`config.mk`:
```
export PLATFORM = sky130hd
export DESIGN_NAME = edw_column
export DESIGN_NICKNAME = d
export VERILOG_FILES = /design/src/design/edw_pkg.sv /design/src/design/edw_column.sv
export SDC_FILE = /design/constraint.sdc
export NUM_CORES = 1
export LEC_CHECK = 0
export ABC_AREA = 1
export BUFFER_PORTS_ARGS = -buffer_cell sky130_fd_sc_hd__buf_2
export CAP_MARGIN = 25
export CORE_MARGIN = 4
export CORE_UTILIZATION = 47
export DETAILED_ROUTE_END_ITERATION = 12
export GPL_TIMING_DRIVEN = 0
export MAX_ROUTING_LAYER = met4
export PLACE_DENSITY = 0.85
export SLEW_MARGIN = 20
export SYNTH_ARGS = -nofsm -noshare
export SYNTH_HDL_FRONTEND = slang
export SYNTH_SLANG_ARGS = --single-unit
```
`constraint.sdc`:
```
create_clock -name vclk -period 9.43
set_input_delay 1.4145 -clock vclk [all_inputs]
set_output_delay 1.4145 -clock vclk [all_outputs]
set_load 0.005 [all_outputs]
```
`src/design/edw_pkg.sv`:
```
// ----------------------------------------------------------------------------
// Edge detect window filter package
// Pixel type, configuration register indexes and reset values, and the
// control bundle passed from the column stage to the window stage.
// ----------------------------------------------------------------------------
`default_nettype none

package edw_pkg;

  localparam int PIX_W      = 8;
  localparam int CFG_W      = 11;
  localparam int ROW_W      = 10;
  localparam int MAX_HEIGHT = 1024;

  typedef logic [PIX_W-1:0] pixel_t;

  localparam logic CFG_LINE_LEN   = 1'b0;
  localparam logic CFG_FRAME_ROWS = 1'b1;

  localparam logic [CFG_W-1:0] WIDTH_RESET  = CFG_W'(640);
  localparam logic [CFG_W-1:0] HEIGHT_RESET = CFG_W'(480);

  typedef struct packed {
    logic valid;
    logic first_col;
  } col_ctrl_t;

endpackage

`default_nettype wire

```
`src/design/edw_column.sv`:
```
// ----------------------------------------------------------------------------
// Edge detect column stage
// Builds the new window column from the line buffer word and the incoming
// pixel, replicating the top row, and forms the shifted line buffer word,
// the column sum and the centre row value.
// ----------------------------------------------------------------------------
`default_nettype none

module edw_column import edw_pkg::*; #(
  parameter int RADIUS = 2
) (
  input  pixel_t                      px,
  input  logic [ROW_W-1:0]            row,
  input  logic [2*RADIUS*PIX_W-1:0]   rd_data,
  input  logic                        fwd_en,
  input  logic [2*RADIUS*PIX_W-1:0]   fwd_data,
  output logic [2*RADIUS*PIX_W-1:0]   wr_data,
  output pixel_t                      center,
  output logic [$clog2((2*RADIUS+1)*255+1)-1:0] col_sum
);

  localparam int LINES = 2 * RADIUS;
  localparam int WIN   = 2 * RADIUS + 1;
  localparam int CSW   = $clog2(WIN * 255 + 1);
  localparam int YS_W  = $clog2(LINES + 1);

  logic [LINES*PIX_W-1:0] src_data;
  logic [YS_W-1:0]        ys;
  pixel_t                 rows [LINES];
  pixel_t                 vec  [WIN];

  assign src_data = fwd_en ? fwd_data : rd_data;
  assign ys = (row >= ROW_W'(LINES)) ? YS_W'(LINES) : row[YS_W-1:0];

  always_comb begin
    for (int k = 0; k < LINES; k++) begin
      rows[k] = src_data[k*PIX_W +: PIX_W];
    end
    wr_data[PIX_W-1:0] = px;
    for (int k = 1; k < LINES; k++) begin
      wr_data[k*PIX_W +: PIX_W] = rows[k-1];
    end
  end

  // replicate the top row where the window reaches above row 0
  always_comb begin
    int src;
    src = 0;
    for (int d = 0; d < WIN; d++) begin
      src = (d < int'(ys)) ? d : int'(ys);
      vec[d] = px;
      for (int k = 0; k < LINES; k++) begin
        if (k + 1 == src) begin
          vec[d] = rows[k];
        end
      end
    end
  end

  always_comb begin
    col_sum = '0;
    for (int d = 0; d < WIN; d++) begin
      col_sum = col_sum + CSW'(vec[d]);
    end
  end

  assign center = vec[RADIUS];

endmodule

`default_nettype wire

```
==> flow_summary.yaml <==
critical_path:
  critical_path.n_buffers_inverters: 4
  path_class: "input port to output port"
  crit_path_max_fanout: 10
  cp-start-kind: "input port"
  cpMostUsedCell: "nand2_1"
  worstPathArrival_ps: 5400
  crit_path_top_delay_cell: "fa_1"
  timing.critical_path.slowest_cell_delay_ps: 550
  cp_cell_sequence: "buf_2 > clkbuf_1 > nand3_2 > nand3_1 > nand2_1 > nand2_1 > fa_1 > fa_1 > fa_1 > inv_1 > ha_1 > fa_1 > nand3_1 > nand2_1 > nand4_1 > nand2_1 > nand2_1 > nand2_1 > buf_2"
  timing.critical_path.max_delay_family: "adder cells"
  critical_path.endpoint_type: "output port"
  crit_required_ps: 8020
flow_run:
  drv.max_cap_violation_count: 0
outcome:
  run_status: "completed"
sta:
  timing.setup.tns_ps: 0
  final_number_of_max_transition_violations: 0
  min_period_over_period_pct: 72.30
  timing.final.setup_violations: 0
  fmax_ghz: 0.1467
  final_hold_viol_count: 0
  setup_repair_after_global_routing_missed_its_margin: "false"
  worst_slew_pin_slew_ps: 588.5
  period_needed_ps: 6817
  maxSlewHeadroom_pct: 60.76
route:
  num_vias: 2920
  first_iter_violations: 116
  route.detailed.drc: 0
  drt_first_pass_iters: 4
  drt-vias-per-instance: 4.771
  drtAntennaViolNets: 0
  routed_wire_length_per_instance_um: 12.37
  totalWireLength_mm: 7.568
synthesis:
  yosysWarningCount: 0
  seq_area_frac_synth_pct: 0
  synth_top_cell_by_area: "nand2_1"
  number_of_standard_cells_after_synthesis: 411
  top_cells_by_area_in_the_synthesized_netlist: "nand2_1 (26%), fa_1 (20%), inv_1 (13%)"
  yosys.cell_types.count: 28
  synth_top_area_share_pct: 25.51
  area_of_the_mapped_netlist_mm2: 0.002340
  syn-mean-instance-area_um2: 5.693
  synth_fp_nets: 528
layout:
  post_route_cells_drive_above_1_share_pct: 31.74
  nFillCells: 486
  seq_cells: 0
  nClkBuffers: 0
  area_delta_synth_final_pct: 32.25
  finish.net_count: 664
  post-route-util_pct: 64.65
  area.sequential_um2: 0
  antenna_cells: 0
  fin_area_mm2: 0.003094
hold_path:
  hp-class: "input port to output port"
  cell_depth_of_the_worst_min_delay_path: 3
  timing.hold.worst.start: "px[5]"
  worstHoldEndpoint: "wr_data[5]"
placed_design:
  postPlaceCellArea_mm2: 0.003094
  place.gp.congestion: 0.9396
  portBuffers: 134
  hpwlAfterDp_mm: 6.647
die:
  core.rowCount: 25
  core_mm2: 0.004786
  i_o_pin_count: 134
  total_die_area_mm2: 0.006171
  floorplan.initialDensity_pct: 48.89
  die_height_um: 78.56
  dieWidth_um: 78.56
global_routing:
  first_pass_grt_wire_length_mm: 12.34
  grt_remaining_overflow: 0
  first_global_vias: 2822
  track_usage_pct: 24.57
  antenna_found_initial: 0
  grt_max_degree: 11
power_and_ir_drop:
  switching_power_w: 0.0002385
  combinationalPowerShare_pct: 100.0
  power_per_cell_area_mw_per_mm2: 139.2
  peakVddDrop_mv: 0.1301
  intPower_w: 0.0001922
  p_sw_share_pct: 55.37
  power_frac_clock_pct: 0
  totalPowerFinal_w: 0.0004307
  seq_power_share_pct: 0
  leakagePower_nw: 2.051
clock_tree:
  cts.hold.buffers_added: 0
  post_cts.resized_instances: 0
  number_of_buffers_inserted_by_post_cts_setup_repair: 0
-- final cells by class --
| class | instances | area [um2] | area share [%] |
|---|---|---|---|
| plain buffers | 22 | 141.4 | 4.569 |
| inverters | 87 | 329.1 | 10.63 |
| multi-input cells | 302 | 1869 | 60.41 |
| well taps | 67 | 83.83 | 2.709 |
| repair buffers | 134 | 670.6 | 21.67 |
-- per-stage QoR --
step	setup WS [ps]	hold WS, ps	instances
2_1_floorplan	3134	2910	411
3_3_place_gp	2653	3095	612
3_5_place_dp	2624	3098	612
4_1_cts	2620	3098	612
5_1_grt	2384	3112	612
6_report	2613	3095	612
-- kinds of logic after synthesis --
family	after synthesis	synth area share, %
xor gates and xnor gates	6	2.246
and+or+nand+nor	231	44.81
buffers and inverters	109	20.11
adders and majority gates	34	25.56
AOI/OAI and AO/OA	31	7.273
-- worst max-delay path by stage --
stage / from / end / slack [ps] / depth (start not counted)
after floorplan: row[2] / col_sum[9] / 3130 / 22
after global placement: row[2] / col_sum[9] / 2650 / 22
after CTS: row[6] / col_sum[9] / 2620 / 22
final: row[1] / col_sum[9] / 2610 / 19
after global routing: row[1] / col_sum[9] / 2380 / 19
after detailed placement: row[6] / col_sum[9] / 2620 / 22
-- placed cells by master, fill, tap and decap left out, types with 6 or more instances in the layout --
cell type,instances
ha_1,11
nand2_1,159
xor2_1,6
fa_1,23
o21ai_0,22
buf_4,10
buf_2,142
nand4_1,19
nand3_1,31
inv_1,82
-- power by group through the flow --
| stage | Clock (W) | Sequential [W] | Combinational, W |
|---|---|---|---|
| after detailed placement | 0 | 0 | 0.000432 |
| after global placement | 0 | 0 | 0.000418 |
| final | 0 | 0 | 0.000431 |
| after floorplan | 0 | 0 | 0.000285 |
| after global routing | 0 | 0 | 0.000497 |
| after CTS | 0 | 0 | 0.000435 |
-- layer usage --
layer	share of wire, %	wire (um)	GRT usage (%)
met5	0	0	-
met4	0.24	18	0.6993
met3	6.3	479	0.6881
met2	50	3769	46.77
met1	44	3300	30.42
-- synthesized netlist by cell type, drive strengths merged --
library cell and n:
nand3 33, nor2 9, clkbuf 3, buf 19, a21o 1, or2 8
inv 87, ha 11, nand2 162, a21oi 4, xor2 6, o21ai 25
fa 23, a31oi 1, nand4 19
(Power assumes the default switching activity.)
