### config.mk
export PLATFORM = sky130hd
export DESIGN_NAME = edw_window
export DESIGN_NICKNAME = d
export VERILOG_FILES = /design/src/design/edw_pkg.sv /design/src/design/edw_window.sv
export SDC_FILE = /design/constraint.sdc
export NUM_CORES = 1
export LEC_CHECK = 0
export BUFFER_PORTS_ARGS = -buffer_cell sky130_fd_sc_hd__clkbuf_2
export CORE_AREA = 2 2 123 125
export DETAILED_ROUTE_END_ITERATION = 12
export DIE_AREA = 0 0 125 127
export GPL_ROUTABILITY_DRIVEN = 0
export PLACE_DENSITY = 0.68
export SLEW_MARGIN = 20
export SYNTH_ARGS = -nofsm -noshare
export SYNTH_HDL_FRONTEND = slang
export SYNTH_SLANG_ARGS = --single-unit
export TNS_END_PERCENT = 1
### constraint.sdc
create_clock -name clk -period 11 [get_ports clk]
set_clock_uncertainty 0.1 [all_clocks]
set_input_delay 2.2 -clock clk [delete_from_list [all_inputs] [get_ports clk]]
set_output_delay 2.2 -clock clk [all_outputs]
set_load 0.02 [all_outputs]
### src/design/edw_pkg.sv
// ----------------------------------------------------------------------------
// Edge detect window filter package
// Pixel type, configuration register indexes and reset values, and the
// control bundle passed from the column stage to the window stage.
// ----------------------------------------------------------------------------
`default_nettype none

package edw_pkg;

  localparam int PIX_W      = 8;
  localparam int CFG_W      = 11;
  localparam int ROW_W      = 10;
  localparam int MAX_HEIGHT = 1024;

  typedef logic [PIX_W-1:0] pixel_t;

  localparam logic CFG_LINE_LEN   = 1'b0;
  localparam logic CFG_FRAME_ROWS = 1'b1;

  localparam logic [CFG_W-1:0] WIDTH_RESET  = CFG_W'(640);
  localparam logic [CFG_W-1:0] HEIGHT_RESET = CFG_W'(480);

  typedef struct packed {
    logic valid;
    logic first_col;
  } col_ctrl_t;

endpackage

`default_nettype wire

### src/design/edw_window.sv
// ----------------------------------------------------------------------------
// Edge detect window stage
// Holds the column sums and centre row of the window, keeps a running window
// total, and clamps the Laplacian response into the output register.
// ----------------------------------------------------------------------------
`default_nettype none

module edw_window import edw_pkg::*; #(
  parameter int RADIUS = 2
) (
  input  logic                                  clk,
  input  logic                                  rst,
  input  col_ctrl_t                             col_ctrl,
  input  pixel_t                                center,
  input  logic [$clog2((2*RADIUS+1)*255+1)-1:0] col_sum,
  output logic                                  ready,
  output logic                                  out_valid,
  input  logic                                  out_stall,
  output pixel_t                                edge_value
);

  localparam int WIN = 2 * RADIUS + 1;
  localparam int CSW = $clog2(WIN * 255 + 1);
  localparam int TW  = $clog2(WIN * WIN * 255 + 1);

  pixel_t            ctr [RADIUS+1];
  logic [CSW-1:0]    cs  [WIN];
  logic [TW-1:0]     total;
  logic              w_valid;
  logic              out_load;
  logic              take;
  logic [TW-1:0]     prod;
  logic signed [TW:0] acc;
  pixel_t            clamped;

  assign out_load = w_valid && (!out_valid || !out_stall);
  assign ready    = !w_valid || out_load;
  assign take     = col_ctrl.valid && ready;

  always_ff @(posedge clk) begin
    if (take) begin
      if (col_ctrl.first_col) begin
        for (int i = 0; i <= RADIUS; i++) begin
          ctr[i] <= center;
        end
        for (int i = 0; i < WIN; i++) begin
          cs[i] <= col_sum;
        end
        total <= TW'(WIN) * TW'(col_sum);
      end else begin
        for (int i = 0; i < RADIUS; i++) begin
          ctr[i] <= ctr[i+1];
        end
        ctr[RADIUS] <= center;
        for (int i = 0; i < WIN - 1; i++) begin
          cs[i] <= cs[i+1];
        end
        cs[WIN-1] <= col_sum;
        total <= total - TW'(cs[0]) + TW'(col_sum);
      end
    end
  end

  always_comb begin
    prod = TW'(WIN * WIN) * TW'(ctr[0]);
    acc  = $signed({1'b0, prod}) - $signed({1'b0, total});
    if (acc[TW]) begin
      clamped = '0;
    end else if (acc[TW-1:0] > TW'(255)) begin
      clamped = 8'hFF;
    end else begin
      clamped = acc[PIX_W-1:0];
    end
  end

  always_ff @(posedge clk) begin
    if (rst) begin
      w_valid   <= 1'b0;
      out_valid <= 1'b0;
    end else begin
      if (take) begin
        w_valid <= 1'b1;
      end else if (out_load) begin
        w_valid <= 1'b0;
      end
      if (out_load) begin
        out_valid <= 1'b1;
      end else if (!out_stall) begin
        out_valid <= 1'b0;
      end
    end
  end

  always_ff @(posedge clk) begin
    if (out_load) begin
      edge_value <= clamped;
    end
  end

endmodule

`default_nettype wire

==> results of run 1 <==
-- worst max-delay path by stage --
stage,to,slack (ns),startpoint
finish,ready,6.08,out_stall
global route,ready,6.04,out_stall
CTS,ready,6.07,out_stall
detailed placement,total[9],5.94,col_sum[1]
global placement,total[9],6.00,col_sum[1]
floorplan,cs[0][0],6.13,out_stall
-- power by group through the flow --
stage	combinational, mW	sequential (mW)	clock, mW
after global routing	1.14	0.533	0.344
final	1.00	0.526	0.322
after floorplan	0.802	0.547	0
after detailed placement	0.998	0.536	0
after global placement	0.967	0.533	0
after CTS	1.01	0.527	0.331
-- layout make-up --
cell class                      instances  area (um^2)
Tap cell                              184          230
Clock inverter                          6         73.8
Clock buffer                           10          229
Sequential cell                       102         3040
Fill cell                            1306         7290
Multi-Input combinational cell        423         3140
Inverter                               66          248
Timing Repair Buffer                   34          173
-- flip-flops by register name, summed over array words and instances, names as in the netlist --
name / cells
ctr: 24
cs: 55
w_valid: 1
total: 13
out_valid: 1
edge_value: 8
-- Yosys cell counts (all sizes together), types with 3 or more instances --
library cell,number,area share
ha,62,0.12
nand2b,3,0.0029
nand2,159,0.092
o21ai,14,0.011
inv,66,0.038
fa,26,0.080
nor2b,7,0.0068
a2111oi,4,0.0064
a211oi,3,0.0043
clkbuf,11,0.0064
mux2,3,0.0052
nor3,4,0.0031
o21a,5,0.0058
edfxtp,100,0.46
buf,3,0.0021
nor2,23,0.013
xnor2,10,0.014
a21oi,19,0.018
or3,5,0.0048
and2,3,0.0033
a21o,15,0.017
nand3,6,0.0046
a31oi,10,0.0097
o21bai,3,0.0035
mux2i,3,0.0046
nor4,3,0.0052
xor2,8,0.011
-- routing by layer --
metal,vias to the layer above,part of all wire
met1,2014,0.48
met2,75,0.47
li1,2155,-
met4,0,0.016
met5,-,0
met3,15,0.043
-- kinds of logic after synthesis --
family	synth area share
and+or+nand+nor	0.147
AOI/OAI and AO/OA	0.102
xor gates and xnor gates	0.0244
buffers and inverters	0.0468
adders and majority gates	0.200
DFF	0.470
muxes	0.00986
-- worst reg2reg max path, delay by kind of cell (launching register included) --
| kind | cells | cell delay, ns |
|---|---|---|
| flops | 1 | 0.46 |
| fa+ha+maj | 4 | 1.65 |
| compound gates | 6 | 1.41 |
-- through the flow --
step	area (um^2)	total power, mW	hold slack [ns]
floorplan	6470	1.35	0.352
global placement	6830	1.50	0.374
detailed placement	6830	1.53	0.402
CTS	7130	1.87	0.420
global route	7130	2.02	0.437
finish	7130	1.85	0.415
==> flow_summary.json, run 1 <==
{
  "status": "finished, final reports clean",
  "powerDensity_nw_per_um2": 259,
  "tightest_slew_ns": 1.03,
  "synth_flop_cell": "edfxtp_1",
  "hold_end": "out_valid",
  "syn-mean-instance-area_um2": 10.7,
  "final_common_cell": "nand2_1",
  "nNetsFinal": 748,
  "wire_per_inst_um": 14.0,
  "drc": 0,
  "power_leakage_nw": 3.26,
  "syn_area_um2": 6470,
  "finalSetupViolations": 0,
  "crit_arrival_ns": 2.62,
  "crit_path_cell_trace": "clkbuf_2 -> nand3_1 -> clkbuf_2",
  "endpoint_kind": "output port",
  "post-route-period-util": 0.447,
  "antenna_found_initial": 0,
  "grt_use_met3": 0.0394,
  "area_growth_pct": 10.2,
  "grt_pass1_wl_mm": 19.8,
  "clk_pin_slew_ns": 0.07,
  "drtAntennaViolNets": 0,
  "slowest_delay_ns": 0.19,
  "die_x_um": 125,
  "timing.rr.end": "edge_value[6]",
  "setup_ws_ns": 6.08,
  "grt.met1_usage": 0.208,
  "drt_iter0_markers": 260,
  "final.setup.tns_ns": 0,
  "pre_cts_ws_ns": 5.94,
  "synth_edf_count": 100,
  "p_sw_mw": 0.746,
  "postCtsHoldBufs": 0,
  "clock_latency_ns": 0.35,
  "grt_usage": 0.155,
  "crit_family": "buffers and inverters",
  "start_util": 0.449,
  "fp.dieArea_um2": 15900,
  "stdcell_count": 825,
  "hold_path_class": "flip-flop to flip-flop",
  "yosysUniqueCellTypes": 60,
  "syn_inst": 605,
  "finalHoldViolCount": 0,
  "ys_seq_area_frac": 0.470,
  "clock_power_share": 0.174,
  "via_per_inst": 5.16,
  "pin_count": 34,
  "cpMaxStageDelayCell": "clkbuf_2",
  "reg2regPathDepth": 10,
  "grt_setup_unrepaired": "false",
  "dr.pass1.iters": 4,
  "cts.path.max_buffers": 2,
  "synth_nets": 717,
  "cts_tree": "built",
  "fin_crit_ns": 4.92,
  "vias": 4259,
  "cts_made_buffers": 9,
  "final_util": 0.495,
  "p_int_mw": 1.10,
  "ys_seq_elements": 102,
  "whs_path_depth": 2,
  "place_hpwl_mm": 8.54,
  "grt_pass1_vias": 4226,
  "core_area_um2": 14400,
  "die-height_um": 127,
  "critPathKind": "input pin to output port",
  "worst-endpoint-required_ns": 8.70,
  "slew_headroom": 0.311,
  "reg2reg_slack_ns": 7.12,
  "clock-root-buffer": "clkbuf_16",
  "final_cell_mix": "nand2_1 (159), edfxtp_1 (100), inv_1 (66), ha_1 (62), clkbuf_2 (33)",
  "drive_gt1_frac": 0.105,
  "maxCapViolations": 0,
  "synth.yosys.warnings": 0,
  "grt_max_degree": 80,
  "pwr-share-seq": 0.284,
  "cp_max_fo": 4,
  "diodes": 0,
  "drt_wl_total_mm": 11.6,
  "synthArstFlopShare": 0,
  "reg2reg_from": "ctr[0][1]",
  "min-delay-start": "w_valid",
  "fp-row-count": 44,
  "busiest_layer": "met2",
  "critPathBufInv": 2,
  "io_buffer_count": 33,
  "cts_resized": 0,
  "drv_slew": 0,
  "htreeDepth": 3,
  "grt_overflow": 0,
  "placedCellCount": 809,
  "power_frac_comb": 0.541,
  "switching_share": 0.403,
  "ir_drop_mv": 0.131,
  "cts_sinks": 102,
  "cp-start-kind": "input pin",
  "cts_post_setup_buffers_inserted": 0,
  "grtUsageMet2": 0.248,
  "cp.depth": 3,
  "crit_top_cell": "clkbuf_2",
  "maxClockFrequency_mhz": 203
}
No activity file was read; power rests on OpenSTA's default activity.
==> run 2, diff against run 1 <==
- PLACE_DENSITY: 0.68 -> 0.71
- clock period: 11 -> 4.2 ns (I/O delays scaled with it)
==> run 2 against run 1 <==
Net effect:
- clock power grew to 2.7 times the previous value
- utilization grew 0.25 points
- worst hold slack is essentially flat
- cell area grew 0.51%
- power grew to 2.7 times the previous value
- highest routed layer unchanged
- global-route usage grew 0.35 points
- largest power group unchanged
- sequential share of layout area shrank 0.22 points
==> flow_summary.json, run 2 (synthesis results as in run 1) <==
{
  "diodes": 0,
  "antenna_found_initial": 0,
  "switching_share": 0.411,
  "fp-row-count": 44,
  "place_hpwl_mm": 8.96,
  "finalSetupViolations": 0,
  "post-route-period-util": 0.920,
  "final_common_cell": "nand2_1",
  "core_area_um2": 14400,
  "grt_pass1_wl_mm": 20.3,
  "cts_sinks": 102,
  "timing.rr.end": "edge_value[5]",
  "die_x_um": 125,
  "largest-register": "cs",
  "ir_drop_mv": 0.393,
  "tightest_slew_ns": 1.04,
  "final_util": 0.497,
  "p_sw_mw": 2.04,
  "fin_area_um2": 7170,
  "nNetsFinal": 750,
  "setup_ws_ns": 0.338,
  "maxClockFrequency_mhz": 259,
  "via_per_inst": 5.29,
  "cts_made_buffers": 9,
  "io_buffer_count": 33,
  "htreeDepth": 3,
  "reg2reg_slack_ns": 0.34,
  "fin_total_pwr_mw": 4.95,
  "area_growth_pct": 10.8,
  "cp_max_fo": 8,
  "final.setup.tns_ns": 0,
  "finalHoldViolCount": 0,
  "status": "finished, final reports clean",
  "fp.dieArea_um2": 15900,
  "clock_latency_ns": 0.35,
  "slew_headroom": 0.302,
  "placedCellCount": 811,
  "crit_arrival_ns": 3.84,
  "powerDensity_nw_per_um2": 690,
  "largest_reg_flops": 55,
  "die-height_um": 127,
  "slowest_delay_ns": 0.57,
  "reg2reg_from": "ctr[0][1]",
  "postCtsHoldBufs": 0,
  "endpoint_kind": "flip-flop",
  "drt_iter0_markers": 242,
  "grt_max_degree": 80,
  "final_cell_mix": "nand2_1 (159), edfxtp_1 (100), inv_1 (66), ha_1 (62), clkbuf_2 (33)",
  "min-delay-start": "cs[0][19]",
  "dr.pass1.iters": 5,
  "cts_resized": 0,
  "cts_tree": "built",
  "hold_end": "cs[0][8]",
  "power_frac_comb": 0.545,
  "grt_usage": 0.158,
  "grt_pass1_vias": 4364,
  "clock_power_share": 0.176,
  "worst-endpoint-required_ns": 4.18,
  "reg2regPathDepth": 10,
  "reg.largest.list": "cs x55, ctr x24, total x13",
  "stdcell_count": 827,
  "vias": 4374,
  "fin_hold_ws_ns": 0.416,
  "drtAntennaViolNets": 0,
  "p_int_mw": 2.91,
  "cp-start-kind": "flip-flop",
  "drive_gt1_frac": 0.109,
  "fin_crit_ns": 3.86,
  "maxCapViolations": 0,
  "cpMaxStageDelayCell": "fa_1",
  "pre_cts_ws_ns": 0.338,
  "drt_wl_total_mm": 11.9,
  "grt_overflow": 0,
  "crit_path_cell_trace": "fa_1 -> fa_1 -> ha_1 -> ha_1 -> a21o_1 -> a21oi_2 -> a21oi_1 -> or4_4 -> a21oi_4 -> a31oi_1",
  "place_area_um2": 6860,
  "critPathKind": "flip-flop to flip-flop",
  "clk_pin_slew_ns": 0.08,
  "drc": 0,
  "clock-root-buffer": "clkbuf_16",
  "power_leakage_nw": 3.28,
  "cts_post_setup_buffers_inserted": 0,
  "whs_path_depth": 2,
  "pin_count": 34,
  "cts.path.max_buffers": 2,
  "start_util": 0.449,
  "drv_slew": 0,
  "hold_path_class": "flip-flop to flip-flop",
  "pwr-share-seq": 0.278,
  "wire_per_inst_um": 14.4,
  "grt_setup_unrepaired": "false"
}
## run 2: cell type report
| type | count | area (um^2) |
|---|---|---|
| Clock inverter | 7 | 86.3 |
| Inverter | 66 | 248 |
| Tap cell | 184 | 230 |
| Timing Repair Buffer | 36 | 200 |
| Multi-Input combinational cell | 423 | 3140 |
| Sequential cell | 102 | 3040 |
| Clock buffer | 9 | 225 |
| Fill cell | 1327 | 7250 |
## run 2: power groups by stage
stage          clock [mW]  sequential, mW  combinational, mW
2_1_floorplan           0            1.43               2.10
3_3_place_gp            0            1.40               2.53
3_5_place_dp            0            1.40               2.66
4_1_cts             0.896            1.38               2.69
5_1_grt             0.934            1.39               3.02
6_report            0.873            1.38               2.70
## run 2: per-layer routing
layer | global-route usage | vias up | wire [um]
met3 | 0.0410 | 21 | 481
met5 | 0 | - | 0
met4 | 0.0405 | 0 | 159
met1 | 0.209 | 2101 | 5430
met2 | 0.262 | 95 | 5830
li1 | - | 2157 | -
## run 2: worst max-delay path by stage
stage | cells past startpoint | from | end
global placement | 10 | ctr[0][1] | edge_value[1]
finish | 10 | ctr[0][1] | edge_value[5]
detailed placement | 10 | ctr[0][1] | edge_value[5]
floorplan | 10 | ctr[0][1] | edge_value[0]
global route | 10 | ctr[0][1] | edge_value[5]
CTS | 10 | ctr[0][1] | edge_value[5]
## run 2: critical path: cells and delay by family (launching register included)
family | cells | cell delay (ns)
flops | 1 | 0.46
simple gates | 1 | 0.44
compound gates | 5 | 0.90
fa+ha+maj | 4 | 1.69
==> run 3, diff against run 2 <==
--- a/config.mk
+++ b/config.mk
@@ -12,2 +12,4 @@
 export GPL_ROUTABILITY_DRIVEN = 0
+export GPL_TIMING_DRIVEN = 0
+export MAX_ROUTING_LAYER = met4
 export PLACE_DENSITY = 0.71
--- a/constraint.sdc
+++ b/constraint.sdc
@@ -4,2 +4,2 @@
 set_output_delay 0.84 -clock clk [all_outputs]
-set_load 0.02 [all_outputs]
+set_load 0.05 [all_outputs]
==> run 3 against run 2 <==
Net effect:
- count of clock-buffer cells in the layout is the same
- critical path depth stayed put
- non-clock buffer count grew 12
- global-route usage grew 1.2 points
- sequential power about the same
- sequential share of layout area shrank 0.23 points
- cell count rose by 1.3%
- routed wire length grew 5.4%
- clock power up 0.6%
- flip-flop and latch count unchanged
- register-to-register slack about the same
- critical path type unchanged
- highest routed layer unchanged
==> flow_summary.json, run 3 (synthesis results as in run 1) <==
{
  "grt_setup_unrepaired": "false",
  "fp.dieArea_um2": 15900,
  "cts.path.max_buffers": 2,
  "post-route-period-util": 0.923,
  "timing.rr.end": "edge_value[5]",
  "cp-start-kind": "flip-flop",
  "maxClockFrequency_mhz": 258,
  "reg.largest.list": "cs x55, ctr x24, total x13",
  "clock-root-buffer": "clkbuf_16",
  "final_common_cell": "nand2_1",
  "grt.met1_usage": 0.199,
  "fin_total_pwr_mw": 5.03,
  "grt_use_met3": 0.0331,
  "final_cell_mix": "nand2_1 (159), edfxtp_1 (100), inv_1 (66), ha_1 (62), clkbuf_2 (33)",
  "start_util": 0.449,
  "clk_pin_slew_ns": 0.06,
  "cts_resized": 0,
  "grt_max_degree": 60,
  "status": "finished, final reports clean",
  "slew_headroom": 0.490,
  "fin_crit_ns": 3.88,
  "fp-row-count": 44,
  "largest_reg_flops": 55,
  "drc": 0,
  "reg2reg_from": "ctr[0][1]",
  "fin_area_um2": 7210,
  "cp_max_fo": 8,
  "drive_gt1_frac": 0.101,
  "crit_end": "edge_value[5]",
  "drt_iter0_markers": 225,
  "via_per_inst": 5.22,
  "grtUsageMet2": 0.292,
  "core_area_um2": 14400,
  "critPathKind": "flip-flop to flip-flop",
  "fillers": 1287,
  "cts_sinks": 102,
  "wire_per_inst_um": 15.0,
  "place_area_um2": 6900,
  "grt_usage": 0.170,
  "drv_slew": 0,
  "finalHoldViolCount": 0,
  "seq_area_um2": 3040,
  "tightest_slew_ns": 0.765,
  "nNetsFinal": 762,
  "busiest_layer": "met2",
  "pin_count": 34,
  "reg2reg_slack_ns": 0.32,
  "pre_cts_ws_ns": 0.290,
  "diodes": 0,
  "grt_overflow": 0,
  "die_x_um": 125,
  "hold_path_class": "flip-flop to flip-flop",
  "place_hpwl_mm": 9.67,
  "endpoint_kind": "flip-flop",
  "powerDensity_nw_per_um2": 698,
  "cts_post_setup_buffers_inserted": 0,
  "setup_ws_ns": 0.324,
  "finalSetupViolations": 0,
  "antenna_found_initial": 0,
  "die-height_um": 127,
  "crit_arrival_ns": 3.86,
  "power_leakage_nw": 3.29,
  "largest-register": "cs",
  "area_growth_pct": 11.4,
  "grt_pass1_vias": 4378,
  "worstSetupStartpoint": "ctr[0][1]",
  "io_buffer_count": 33,
  "worst-endpoint-required_ns": 4.18,
  "drtAntennaViolNets": 0,
  "multi_input_area_um2": 3130,
  "cts_made_buffers": 9,
  "dr.pass1.iters": 4,
  "drt_wl_total_mm": 12.5,
  "maxCapViolations": 0,
  "reg2regPathDepth": 10,
  "postCtsHoldBufs": 0,
  "vias": 4377,
  "clock_latency_ns": 0.35,
  "ir_drop_mv": 0.431,
  "grt_pass1_wl_mm": 20.8,
  "htreeDepth": 3,
  "cts_tree": "built"
}
-- run 3: changes by cell type in the layout (fill, tap and decap cells not counted), sizes merged --
| cell | delta |
|---|---|
| buf | +1 |
| bufinv | +1 |
| clkbuf | +11 |
| clkinv | +1 |
| clkinvlp | -1 |
| inv | -2 |
-- run 3: final cells by class --
type                       instances  share of cell area
multi-input combinational        423               0.434
sequential                       102               0.422
inverter                          66              0.0344
tap                              184              0.0319
clock buffer                       9              0.0312
timing repair buffer              34              0.0267
clock inverter                     6              0.0118
buffer                            14             0.00764
-- run 3: worst min path at each step --
stage	slack, ns	depth (start not counted)	to	from
6_report	0.42	2	cs[0][6]	cs[0][17]
5_1_grt	0.43	2	cs[0][35]	cs[0][46]
4_1_cts	0.42	2	cs[0][35]	cs[0][46]
3_5_place_dp	0.40	2	cs[0][35]	cs[0][46]
3_3_place_gp	0.37	2	out_valid	w_valid
2_1_floorplan	0.35	2	out_valid	w_valid
-- run 3: power breakdown --
part | total (mW) | switching, mW | internal, mW
Clock | 0.878 | 0.360 | 0.519
Combinational | 2.78 | 1.65 | 1.12
Sequential | 1.37 | 0.0512 | 1.32
Total | 5.03 | 2.06 | 2.96
-- run 3: per-layer routing --
metal / up-vias / routed length, um / part of all wire
met3: 24 / 419 / 0.033
met5: - / 0 / 0
li1: 2187 / - / -
met2: 86 / 6220 / 0.50
met4: 0 / 272 / 0.022
met1: 2080 / 5640 / 0.45
-- run 3: worst max-delay path, cell delays in order, from the launching register on --
cell and delay, ns:
edfxtp_1 0.47, fa_1 0.56, fa_1 0.43, ha_1 0.32, ha_1 0.36, a21o_1 0.21
a21oi_2 0.18, a21oi_2 0.11, o311a_1 0.34, a311oi_4 0.45, a31oi_1 0.09
-- run 3: stage by stage --
| step | setup TNS, ns | utilization | hold WS, ns | instances |
|---|---|---|---|---|
| detailed placement | 0 | 0.478 | 0.400 | 823 |
| CTS | 0 | 0.500 | 0.418 | 838 |
| floorplan | 0 | - | 0.352 | 605 |
| global route | 0 | 0.500 | 0.428 | 838 |
| global placement | -2.45 | 0.476 | 0.371 | 822 |
| finish | 0 | 0.500 | 0.416 | 838 |
